$ cat src/hdl/mdb_pkg.sv
package mdb_pkg;

    // Fixed-point format of every coordinate
    localparam int FRAC_BITS = 28;
    localparam int CW        = 32;
    localparam int PROD_W    = 2 * CW;
    localparam int SUM_W     = 48;
    // Squared magnitude at or above 4.0 in the product scale
    localparam int ESC_BIT   = 2 * FRAC_BITS + 2;

    // Pixel position and palette geometry
    localparam int COL_W     = 12;
    localparam int POS_MUL_W = COL_W + 1 + CW;
    localparam int PAL_DEPTH = 256;
    localparam int PAL_AW    = $clog2(PAL_DEPTH);
    localparam int RGB_W     = 24;

    // Iteration counters
    localparam int ITER_W    = 16;
    localparam int CNT_W     = ITER_W + 1;
    localparam int PSIZE_W   = 9;

    // Stream payload widths
    localparam int S_DATA_W  = 56;
    localparam int M_DATA_W  = 48;

    // Queue between front and back
    localparam int Q_DEPTH   = 4;
    localparam int Q_AW      = $clog2(Q_DEPTH);

    // Configuration register indexes
    localparam int CFG_AW = 3;
    localparam logic [CFG_AW-1:0] REG_REAL_LOW     = 3'd0;
    localparam logic [CFG_AW-1:0] REG_IMAG_LOW     = 3'd1;
    localparam logic [CFG_AW-1:0] REG_STEP_REAL    = 3'd2;
    localparam logic [CFG_AW-1:0] REG_STEP_IMAG    = 3'd3;
    localparam logic [CFG_AW-1:0] REG_MAX_ITER     = 3'd4;
    localparam logic [CFG_AW-1:0] REG_PALETTE_SIZE = 3'd5;

    // Item kinds
    localparam logic OP_LOAD   = 1'b0;
    localparam logic OP_RENDER = 1'b1;

    typedef struct packed {
        logic signed [CW-1:0] real_low;
        logic signed [CW-1:0] imag_low;
        logic signed [CW-1:0] step_real;
        logic signed [CW-1:0] step_imag;
        logic [ITER_W-1:0]    max_iterations;
        logic [PSIZE_W-1:0]   palette_size;
    } cfg_t;

    typedef struct packed {
        logic                 op;
        logic signed [CW-1:0] c_re;
        logic signed [CW-1:0] c_im;
        logic [PAL_AW-1:0]    pal_index;
        logic [RGB_W-1:0]     rgb;
    } q_entry_t;

    typedef struct packed {
        logic full;
        logic empty;
    } q_stat_t;

    // Clamp a wide signed value to the signed 32-bit range
    function automatic logic signed [CW-1:0] sat32(input logic [SUM_W-1:0] v);
        logic [SUM_W-CW:0] top;
        top = v[SUM_W-1:CW-1];
        if ((&top) || !(|top)) begin
            return v[CW-1:0];
        end else if (v[SUM_W-1]) begin
            return {1'b1, {(CW-1){1'b0}}};
        end else begin
            return {1'b0, {(CW-1){1'b1}}};
        end
    endfunction

endpackage

$ cat src/hdl/mdb_queue.sv
module mdb_queue (
    input  logic                aclk,
    input  logic                aresetn,
    input  logic                push,
    input  mdb_pkg::q_entry_t   wdata,
    input  logic                pop,
    output mdb_pkg::q_entry_t   rdata,
    output mdb_pkg::q_stat_t    stat
);

    mdb_pkg::q_entry_t          mem [mdb_pkg::Q_DEPTH];
    logic [mdb_pkg::Q_AW-1:0]   wr_ptr_reg;
    logic [mdb_pkg::Q_AW-1:0]   rd_ptr_reg;
    logic [mdb_pkg::Q_AW:0]     cnt_reg;

    assign stat.full  = (cnt_reg == (mdb_pkg::Q_AW + 1)'(mdb_pkg::Q_DEPTH));
    assign stat.empty = (cnt_reg == '0);
    assign rdata      = mem[rd_ptr_reg];

    // Store pushed items
    always_ff @(posedge aclk) begin
        if (push) begin
            mem[wr_ptr_reg] <= wdata;
        end
    end

    // Advance pointers and occupancy
    always_ff @(posedge aclk) begin
        if (!aresetn) begin
            wr_ptr_reg <= '0;
            rd_ptr_reg <= '0;
            cnt_reg    <= '0;
        end else begin
            if (push) begin
                wr_ptr_reg <= wr_ptr_reg + 1'b1;
            end
            if (pop) begin
                rd_ptr_reg <= rd_ptr_reg + 1'b1;
            end
            if (push && !pop) begin
                cnt_reg <= cnt_reg + 1'b1;
            end else if (pop && !push) begin
                cnt_reg <= cnt_reg - 1'b1;
            end
        end
    end

endmodule

$ cat config.mk
export PLATFORM = sky130hd
export DESIGN_NAME = mdb_queue
export DESIGN_NICKNAME = d
export VERILOG_FILES = /design/src/hdl/mdb_pkg.sv /design/src/hdl/mdb_queue.sv
export SDC_FILE = /design/constraint.sdc
export NUM_CORES = 1
export LEC_CHECK = 0
export ABC_AREA = 1
export BUFFER_PORTS_ARGS = -buffer_cell sky130_fd_sc_hd__buf_2
export CAP_MARGIN = 5
export CORE_MARGIN = 5
export CORE_UTILIZATION = 25
export CTS_CLUSTER_SIZE = 30
export DETAILED_ROUTE_END_ITERATION = 10
export GPL_ROUTABILITY_DRIVEN = 0
export GPL_TIMING_DRIVEN = 0
export PLACE_DENSITY = 0.41
export SLEW_MARGIN = 15
export SYNTH_ARGS = -nofsm -noshare
export SYNTH_HDL_FRONTEND = slang
export SYNTH_SLANG_ARGS = --single-unit
$ cat constraint.sdc
create_clock -name aclk -period 3 [get_ports aclk]
set_clock_uncertainty 0.15 [all_clocks]
set_input_delay 0.3 -clock aclk [delete_from_list [all_inputs] [get_ports aclk]]
set_output_delay 0.3 -clock aclk [all_outputs]
set_load 0.1 [all_outputs]
==> run_results.csv <==
group,metric,value,unit
placed_design,dp_hpwl,26.21,mm
critical_path,cp-end-kind,"output pin",
logic_synthesis,synthCells,995,
timing,fmax,0.3488,GHz
cts,cts_setup_buffers,0,
timing,worst_slew_pin_slew,0.5281,ns
pwr,ir_drop,458.0,uV
drt,ant_nets,0,
grt,antenna_found_initial,4,
placed_design,dp_cells,1980,
drt,drc,0,
flow_run,maxCapViolCount,0,
die,num_rows,89,
die,initial_core_util,0.2514,
cts,tritoncts,"built",
pwr,clockPowerShare,0.376,
grt,grt-ovfl-total,0,
layout,largest_register_ff_count,388,
timing,finalCriticalPeriod,2.867,ns
logic_synthesis,synth-seq-cells,397,
logic_synthesis,yosysWarnings,0,
min_path,min_path_cells,1,
drt,firstDrtPassIters,4,
cts,cts.clk_slew.worst_paths,0.05,ns
logic_synthesis,yosysUniqueCellTypes,20,
layout,nFillCells,5805,
critical_path,arrival,2.42,ns
layout,finalNetCount,1464,
timing,rsz0062_at_grt,"true",
grt,grt_usage,0.1309,
run_status,run_status,"finished, final reports clean",
critical_path,worst-path-max-fanout,10,
placed_design,portBuffers,199,
pwr,p_seq_frac,0.435,
cts,clock_path_buffers,3,
grt,grt_max_degree,68,
logic_synthesis,netlist_area,14780,um2
pwr,p_leak,6.957,nW
placed_design,placed_area,17040,um2
critical_path,rr_worst_depth,6,
die,die_y,253.2,um
timing,relSlewSlack,0.6479,
cts,insertion_delay,0.57,ns
logic_synthesis,yosysTopAreaCell,"edfxtp_1",
timing,period_share,0.9556,
pwr,swShare,0.3048,
layout,final_cells,2171,
die,die_width,253.2,um
grt,grt_pass1_wl,63.40,mm
layout,drive_gt1_frac,0.2475,
drt,wl,42.69,mm
logic_synthesis,ys_top_cells_by_area,"edfxtp_1, nor2_1, o21ai_0",
logic_synthesis,yosys.area.top_type_share,0.7882,
die,fp.coreArea,58800,um2
pwr,comb_power_share,0.189,
timing,finalHoldViolCount,0,
layout,final_area,19850,um2
pwr,p_int,10.22,mW
pwr,power.switching,4.483,mW
drt,drtIter0Drc,446,
die,ios,200,
critical_path,critical_path_class,"reg -> out",
timing,setup-violations-final,0,
cts,numCtsBuffers,48,
timing,final_max_slew_viol_count,0,
grt,first_global_vias,9796,
drt,vias_per_cell,4.321,
layout,syn_to_final_growth,34.28,%
logic_synthesis,synth_nets,1102,
die,die-area,64100,um2
min_path,min_path_type,"reg -> reg",
cts,cts_max_level,2,
cts,cts_root_buf,"clkbuf_16",
pwr,powerDensity,740.8,nW/um2
logic_synthesis,syn_area_per_cell,14.86,um2
critical_path,worstPathRequired,2.55,ns
logic_synthesis,yosysSeqAreaShare,0.8003,
drt,wire_per_inst,19.66,um
cts,cts_sinks,397,
critical_path,cp-start-kind,"flop",
drt,num_vias,9380,
## what timing repair did
| action | CTS | global route |
|---|---|---|
| hold buffers | 100 | 0 |
| resized for setup | 97 | 28 |
| cloned | 0 | 0 |
| endpoints found under the hold margin | 397 | 0 |
| endpoints found under the setup margin | 97 | 37 |
## power by group through the flow
| stage | clock (mW) | combinational, mW | sequential, mW |
|---|---|---|---|
| after floorplan | 0 | 1.90 | 6.51 |
| after detailed placement | 0 | 2.60 | 6.51 |
| after global placement | 0 | 2.54 | 6.54 |
| after CTS | 5.75 | 2.81 | 6.40 |
| final | 5.53 | 2.77 | 6.40 |
| after global routing | 5.99 | 2.93 | 6.41 |
## layout by cell type (no fill, tap or decap), drive strengths merged
cell,netlist,layout
edfxtp,388,388
buf,34,234
o21ai,200,200
nor2,199,199
dlygate4sd3,0,100
o22ai,97,97
clkbuf,28,94
clkinv,0,24
inv,17,16
nand2,9,9
dfxtp,9,9
clkinvlp,0,6
ha,5,5
diode,0,4
a21oi,4,4
bufinv,0,4
nor3,2,2
nand3,1,1
nand4,1,1
fa,1,1
## synth_stat cells
master	count
a21oi_1	4
clkbuf_1	25
buf_2	19
o21ai_0	137
nor3_1	2
nand4_1	1
o21ai_1	63
edfxtp_1	388
fa_1	1
nand2_1	9
nand3_1	1
clkbuf_2	3
inv_4	1
nor2_1	199
ha_1	5
inv_2	1
inv_1	15
dfxtp_1	9
buf_6	15
o22ai_1	97
## final timing paths
check                              startpoint          to  slack [ns]
worst max-delay path                     flop    rdata[1]        0.13
worst min-delay path            rd_ptr_reg[1]        flop        0.29
worst max register to register  wr_ptr_reg[1]  mem[1][73]        0.96
worst min register to register  rd_ptr_reg[1]        flop        0.29
## per-layer routing
metal	part of all wire	track usage
met1	0.45	0.1742
met2	0.47	0.2143
met3	0.058	0.03677
met4	0.017	0.02962
met5	0.00030	0
## through the flow
stage,TNS (ns),utilization,total power [mW],hold WS [ns],setup slack (ns)
after CTS,-0.005767,0.3365,14.96,0.2688,-0.003357
after global routing,-0.008712,0.3375,15.33,0.2910,-0.007852
after detailed placement,0,0.2898,9.109,0.2829,0.08139
final,0,0.3376,14.71,0.2945,0.1333
after floorplan,0,-,8.414,0.2489,0.007226
after global placement,-574.31,0.2850,9.078,0.2744,-2.130
## logic make-up (layout without fill, tap and decap cells)
| kind of cell | Yosys count | after routing | synth area share |
|---|---|---|---|
| AO/OA/AOI/OAI | 301 | 301 | 0.1101 |
| adder cells (fa/ha/maj) | 6 | 6 | 0.005586 |
| buffers and inverters | 79 | 478 | 0.02971 |
| flip-flops | 397 | 397 | 0.8003 |
| other | 0 | 4 | 0 |
| AND/OR/NAND/NOR | 212 | 212 | 0.05425 |
## cell type report
cell class              instances  area [um2]  area share
repair buffers                312        2517      0.1268
diodes                          4       10.01   0.0005043
plain buffers                  62       406.6     0.02049
well taps                     773       967.2     0.04872
multi-input cells             519        2519      0.1269
clock buffers                  54        1224     0.06164
clock inverters                33       282.8     0.01425
flip-flops and latches        397       11840      0.5963
inverters                      17       87.58    0.004412
## critical path: stages, from the launching register on
cell and delay [ns]:
dfxtp_2 0.38, buf_6 0.19, inv_4 0.09, buf_6 0.23
buf_6 0.20, nor2_1 0.05, o22ai_1 0.22, buf_2 0.47
No activity file was read; power rests on OpenSTA's default activity.
