$ cat src/hdl/mdb_pkg.sv
package mdb_pkg;

    // Fixed-point format of every coordinate
    localparam int FRAC_BITS = 28;
    localparam int CW        = 32;
    localparam int PROD_W    = 2 * CW;
    localparam int SUM_W     = 48;
    // Squared magnitude at or above 4.0 in the product scale
    localparam int ESC_BIT   = 2 * FRAC_BITS + 2;

    // Pixel position and palette geometry
    localparam int COL_W     = 12;
    localparam int POS_MUL_W = COL_W + 1 + CW;
    localparam int PAL_DEPTH = 256;
    localparam int PAL_AW    = $clog2(PAL_DEPTH);
    localparam int RGB_W     = 24;

    // Iteration counters
    localparam int ITER_W    = 16;
    localparam int CNT_W     = ITER_W + 1;
    localparam int PSIZE_W   = 9;

    // Stream payload widths
    localparam int S_DATA_W  = 56;
    localparam int M_DATA_W  = 48;

    // Queue between front and back
    localparam int Q_DEPTH   = 4;
    localparam int Q_AW      = $clog2(Q_DEPTH);

    // Configuration register indexes
    localparam int CFG_AW = 3;
    localparam logic [CFG_AW-1:0] REG_REAL_LOW     = 3'd0;
    localparam logic [CFG_AW-1:0] REG_IMAG_LOW     = 3'd1;
    localparam logic [CFG_AW-1:0] REG_STEP_REAL    = 3'd2;
    localparam logic [CFG_AW-1:0] REG_STEP_IMAG    = 3'd3;
    localparam logic [CFG_AW-1:0] REG_MAX_ITER     = 3'd4;
    localparam logic [CFG_AW-1:0] REG_PALETTE_SIZE = 3'd5;

    // Item kinds
    localparam logic OP_LOAD   = 1'b0;
    localparam logic OP_RENDER = 1'b1;

    typedef struct packed {
        logic signed [CW-1:0] real_low;
        logic signed [CW-1:0] imag_low;
        logic signed [CW-1:0] step_real;
        logic signed [CW-1:0] step_imag;
        logic [ITER_W-1:0]    max_iterations;
        logic [PSIZE_W-1:0]   palette_size;
    } cfg_t;

    typedef struct packed {
        logic                 op;
        logic signed [CW-1:0] c_re;
        logic signed [CW-1:0] c_im;
        logic [PAL_AW-1:0]    pal_index;
        logic [RGB_W-1:0]     rgb;
    } q_entry_t;

    typedef struct packed {
        logic full;
        logic empty;
    } q_stat_t;

    // Clamp a wide signed value to the signed 32-bit range
    function automatic logic signed [CW-1:0] sat32(input logic [SUM_W-1:0] v);
        logic [SUM_W-CW:0] top;
        top = v[SUM_W-1:CW-1];
        if ((&top) || !(|top)) begin
            return v[CW-1:0];
        end else if (v[SUM_W-1]) begin
            return {1'b1, {(CW-1){1'b0}}};
        end else begin
            return {1'b0, {(CW-1){1'b1}}};
        end
    endfunction

endpackage

$ cat src/hdl/mdb_front.sv
module mdb_front (
    input  logic                             aclk,
    input  logic                             aresetn,
    input  logic                             s_tvalid,
    output logic                             s_tready,
    // column, row, entry_index, entry_red, entry_green, entry_blue
    input  logic [mdb_pkg::S_DATA_W-1:0]     s_tdata,
    // op
    input  logic [0:0]                       s_tuser,
    input  mdb_pkg::cfg_t                    cfg,
    input  mdb_pkg::q_stat_t                 q_stat,
    output logic                             q_push,
    output mdb_pkg::q_entry_t                q_wdata
);

    logic                                         s1_valid_reg;
    logic                                         s1_op_reg;
    logic signed [mdb_pkg::POS_MUL_W-1:0]         prod_re_reg;
    logic signed [mdb_pkg::POS_MUL_W-1:0]         prod_im_reg;
    logic [mdb_pkg::PAL_AW-1:0]                   s1_idx_reg;
    logic [mdb_pkg::RGB_W-1:0]                    s1_rgb_reg;

    logic signed [mdb_pkg::COL_W:0]               col_s;
    logic signed [mdb_pkg::COL_W:0]               row_s;
    logic [mdb_pkg::SUM_W-1:0]                    sum_re;
    logic [mdb_pkg::SUM_W-1:0]                    sum_im;
    logic                                         s_acc;

    assign col_s    = {1'b0, s_tdata[11:0]};
    assign row_s    = {1'b0, s_tdata[23:12]};
    assign q_push   = s1_valid_reg && !q_stat.full;
    assign s_tready = !s1_valid_reg || !q_stat.full;
    assign s_acc    = s_tvalid && s_tready;

    // Hold the staged item until the queue takes it
    always_ff @(posedge aclk) begin
        if (!aresetn) begin
            s1_valid_reg <= 1'b0;
        end else if (s_tready) begin
            s1_valid_reg <= s_tvalid;
        end
    end

    // Register the position products of an accepted item
    always_ff @(posedge aclk) begin
        if (s_acc) begin
            s1_op_reg   <= s_tuser[0];
            prod_re_reg <= col_s * cfg.step_real;
            prod_im_reg <= row_s * cfg.step_imag;
            s1_idx_reg  <= s_tdata[31:24];
            s1_rgb_reg  <= {s_tdata[39:32], s_tdata[47:40], s_tdata[55:48]};
        end
    end

    // Add the window origin and clamp
    assign sum_re = {{(mdb_pkg::SUM_W-mdb_pkg::CW){cfg.real_low[mdb_pkg::CW-1]}}, cfg.real_low}
                  + {{(mdb_pkg::SUM_W-mdb_pkg::POS_MUL_W){prod_re_reg[mdb_pkg::POS_MUL_W-1]}},
                     prod_re_reg};
    assign sum_im = {{(mdb_pkg::SUM_W-mdb_pkg::CW){cfg.imag_low[mdb_pkg::CW-1]}}, cfg.imag_low}
                  + {{(mdb_pkg::SUM_W-mdb_pkg::POS_MUL_W){prod_im_reg[mdb_pkg::POS_MUL_W-1]}},
                     prod_im_reg};

    always_comb begin
        q_wdata.op        = s1_op_reg;
        q_wdata.c_re      = mdb_pkg::sat32(sum_re);
        q_wdata.c_im      = mdb_pkg::sat32(sum_im);
        q_wdata.pal_index = s1_idx_reg;
        q_wdata.rgb       = s1_rgb_reg;
    end

endmodule

$ cat config.mk
export PLATFORM = sky130hd
export DESIGN_NAME = mdb_front
export DESIGN_NICKNAME = d
export VERILOG_FILES = /design/src/hdl/mdb_pkg.sv /design/src/hdl/mdb_front.sv
export SDC_FILE = /design/constraint.sdc
export NUM_CORES = 2
export LEC_CHECK = 0
export ABC_AREA = 1
export BUFFER_PORTS_ARGS = -buffer_cell sky130_fd_sc_hd__buf_2
export CAP_MARGIN = 20
export CORE_MARGIN = 4
export CORE_UTILIZATION = 33
export DETAILED_ROUTE_END_ITERATION = 16
export GPL_TIMING_DRIVEN = 0
export HOLD_SLACK_MARGIN = 0.15
export PLACE_DENSITY_LB_ADDON = 0.2
export SYNTH_ARGS = -nofsm -noshare
export SYNTH_HDL_FRONTEND = slang
export SYNTH_SLANG_ARGS = --single-unit
export TNS_END_PERCENT = 1
$ cat constraint.sdc
create_clock -name aclk -period 9.6 [get_ports aclk]
set_input_delay 0.96 -clock aclk [delete_from_list [all_inputs] [get_ports aclk]]
set_output_delay 0.96 -clock aclk [all_outputs]
set_load 0.02 [all_outputs]
==> results.json <==
{
  "num_rows": 127,
  "nNetsFinal": 7160,
  "finalSetupViolCount": 0,
  "skew_ns": 0.009022,
  "synth_area_leaders": "fa_1 (34%), nand2_1 (17%), inv_1 (15%), edfxtp_1 (9.2%), ha_1 (9.0%)",
  "required_ns": 9.86,
  "relSlewSlack_pct": 23.56,
  "antenna_found_initial": 14,
  "clockBufferDepth": 2,
  "crit_type": "in -> reg",
  "start_util_pct": 33.33,
  "critical_path_arrival_ns": 7.13,
  "cts_made_buffers": 17,
  "io_pins": 314,
  "hold_end": "s1_valid_reg$_SDFFE_PN0N_",
  "vias": 34550,
  "syn_avg_cell_area_um2": 7.062,
  "min-delay-start": "s1_valid_reg$_SDFFE_PN0N_",
  "clk_pin_slew_ns": 0.06,
  "period_minus_slack_ns": 6.861,
  "holdPathStages": 2,
  "place_congestion": 0.9135,
  "cts.sink_count": 124,
  "synth_area_um2": 40040,
  "ys_types": 45,
  "max_freq_ghz": 0.1457,
  "rsz0062_at_grt": "false",
  "wl_um": 127700,
  "tritoncts": "built",
  "fin_util_pct": 36.77,
  "final_cells": 7609,
  "grt_pass1_wl_um": 199100,
  "cts.htree.levels": 4,
  "yosys.area.top_type": "fa_1",
  "dp.cells": 7572,
  "cts_resized": 0,
  "synthCells": 5669,
  "core_area_um2": 120100,
  "die_h_um": 356.3,
  "grt_pass1_vias": 35570,
  "r2r_cells": 4,
  "dp_hpwl_um": 111600,
  "max_cap_violations": 0,
  "r2r_start": "s1_valid_reg$_SDFFE_PN0N_",
  "firstDrtPassIters": 7,
  "drive_above_1_share_pct": 6.709,
  "ys_seq_elements": 124,
  "hold_class": "reg -> reg",
  "yosysSeqAreaShare_pct": 9.275,
  "insertion_delay_ns": 0.45,
  "viasPerCell": 4.541,
  "grt_max_degree": 30,
  "grt-ovfl-total": 0,
  "ff2ff_setup_slack_ns": 7.78,
  "yosysTopAreaCellShare_pct": 33.90,
  "area_growth_pct": 10.34,
  "hold_viol_final": 0,
  "reg2reg_to": "prod_im_reg[3]$_DFFE_PP_",
  "synth_edf_count": 123,
  "status": "finished clean",
  "wire_per_inst_um": 16.79,
  "ys_async_sr_fraction_pct": 0,
  "maxSlewViolCount": 0,
  "post_cts_buffers": 0,
  "crit_fanout": 10,
  "synth_warnings": 0,
  "synthFlopType": "edfxtp_1",
  "crit_path_end_kind": "register",
  "hold_buffers": 0,
  "die_w_um": 356.3,
  "first_iter_violations": 2029,
  "period_share_pct": 71.47,
  "synth_nets": 6850,
  "postRouteAntennaNets": 0,
  "drc": 0,
  "fp.dieArea_um2": 127000,
  "grtUsageTotal_pct": 20.18,
  "tightestPinTransition_ns": 1.147,
  "io_buffers": 287,
  "startpoint_type": "input pin",
  "cts_root_buf": "clkbuf_16"
}
## kinds of logic after synthesis
group	Yosys count	synth area share, %
buffers and inverters	1788	17.00
AO/OA/AOI/OAI	313	4.419
adder cells (fa/ha/maj)	966	42.90
flip-flops	124	9.275
AND/OR/NAND/NOR	2330	23.17
XOR/XNOR	148	3.238
## cell usage in the layout, fill, tap and decap left out, types with 4 or more instances in the layout
cell type and n:
inv_1 1629, buf_2 287, clkbuf_1 138, nor3_1 25, a21o_1 5, buf_6 12, a31oi_1 36, nand3_2 11
nor2_2 17, nand2_2 16, nor2_4 4, a21oi_1 155, a21boi_0 5, o21ai_1 4, o211ai_1 5, nand2_1 1806
nand4_1 33, nor2_1 288, diode_2 5, inv_2 8, a221oi_1 6, xor2_1 97, o21a_1 9, fa_1 678
clkinv_4 5, nand3b_1 6, buf_12 4, inv_6 4, edfxtp_1 123, o2111ai_1 4, ha_1 288, xnor2_1 51
nor4_1 9, clkbuf_16 17, nand3_1 102, o21ai_0 62, o21bai_1 14
## worst max-delay path by stage
stage | start | endpoint | slack (ns) | cells after the start
floorplan | s_tvalid | prod_im_reg[0]$_DFFE_PP_ | 2.03 | 2
global placement | q_stat[1] | s1_rgb_reg[10]$_DFFE_PP_ | -1.13 | 2
detailed placement | s_tdata[3] | prod_re_reg[38]$_DFFE_PP_ | 2.37 | 19
CTS | s_tdata[3] | prod_re_reg[38]$_DFFE_PP_ | 2.80 | 19
global route | s_tdata[3] | prod_re_reg[38]$_DFFE_PP_ | 2.52 | 19
finish | s_tdata[3] | prod_re_reg[38]$_DFFE_PP_ | 2.74 | 19
## layout make-up
type | instances | area [um2]
well taps | 1612 | 2017
multi-input cells | 3757 | 29530
diodes | 5 | 12.51
clock inverters | 15 | 157.7
flip-flops and latches | 124 | 3714
inverters | 1637 | 6145
fillers | 13130 | 75950
clock buffers | 17 | 425.4
repair buffers | 291 | 1516
plain buffers | 151 | 660.6
## worst max-delay path, cell delays in order
cell      delay [ns]
buf_2           0.18
clkbuf_1        0.77
nand2_1         0.15
fa_1            0.50
fa_1            0.75
inv_1           0.24
fa_1            0.51
fa_1            0.55
inv_1           0.05
fa_1            0.49
inv_1           0.05
ha_1            0.36
nand2_1         0.11
nor2_1          0.28
nand2_1         0.12
nor4_1          0.38
o21ai_0         0.28
nand4_1         0.17
xor2_1          0.22
## synthesized netlist by cell type (51+ instances only)
| library cell | count |
|---|---|
| nand2_1 | 1806 |
| inv_1 | 1629 |
| fa_1 | 678 |
| ha_1 | 288 |
| nor2_1 | 288 |
| a21oi_1 | 156 |
| clkbuf_1 | 138 |
| edfxtp_1 | 123 |
| nand3_1 | 102 |
| xor2_1 | 97 |
| o21ai_0 | 62 |
| xnor2_1 | 51 |
## routing by layer
layer | track usage, % | vias to the layer above | part of all wire, %
met5 | 0 | - | 0.056
met2 | 32.92 | 877 | 45
met3 | 2.766 | 148 | 5.7
met4 | 5.559 | 10 | 2.7
li1 | - | 17010 | -
met1 | 28.11 | 16510 | 47
## metrics by stage
| stage | cell area, um2 | hold slack [ns] | setup slack [ns] | TNS [ns] |
|---|---|---|---|---|
| after floorplan | 40040 | 0.6268 | 2.032 | 0 |
| after global placement | 43490 | 0.4950 | -1.130 | -134.06 |
| after detailed placement | 43580 | 0.5350 | 2.366 | 0 |
| after CTS | 44160 | 0.5436 | 2.798 | 0 |
| after global routing | 44160 | 0.5828 | 2.519 | 0 |
| final | 44180 | 0.5348 | 2.739 | 0 |
Power is not shown: default switching activity piles up to over one toggle a cycle in this logic, so the estimate is an artifact.
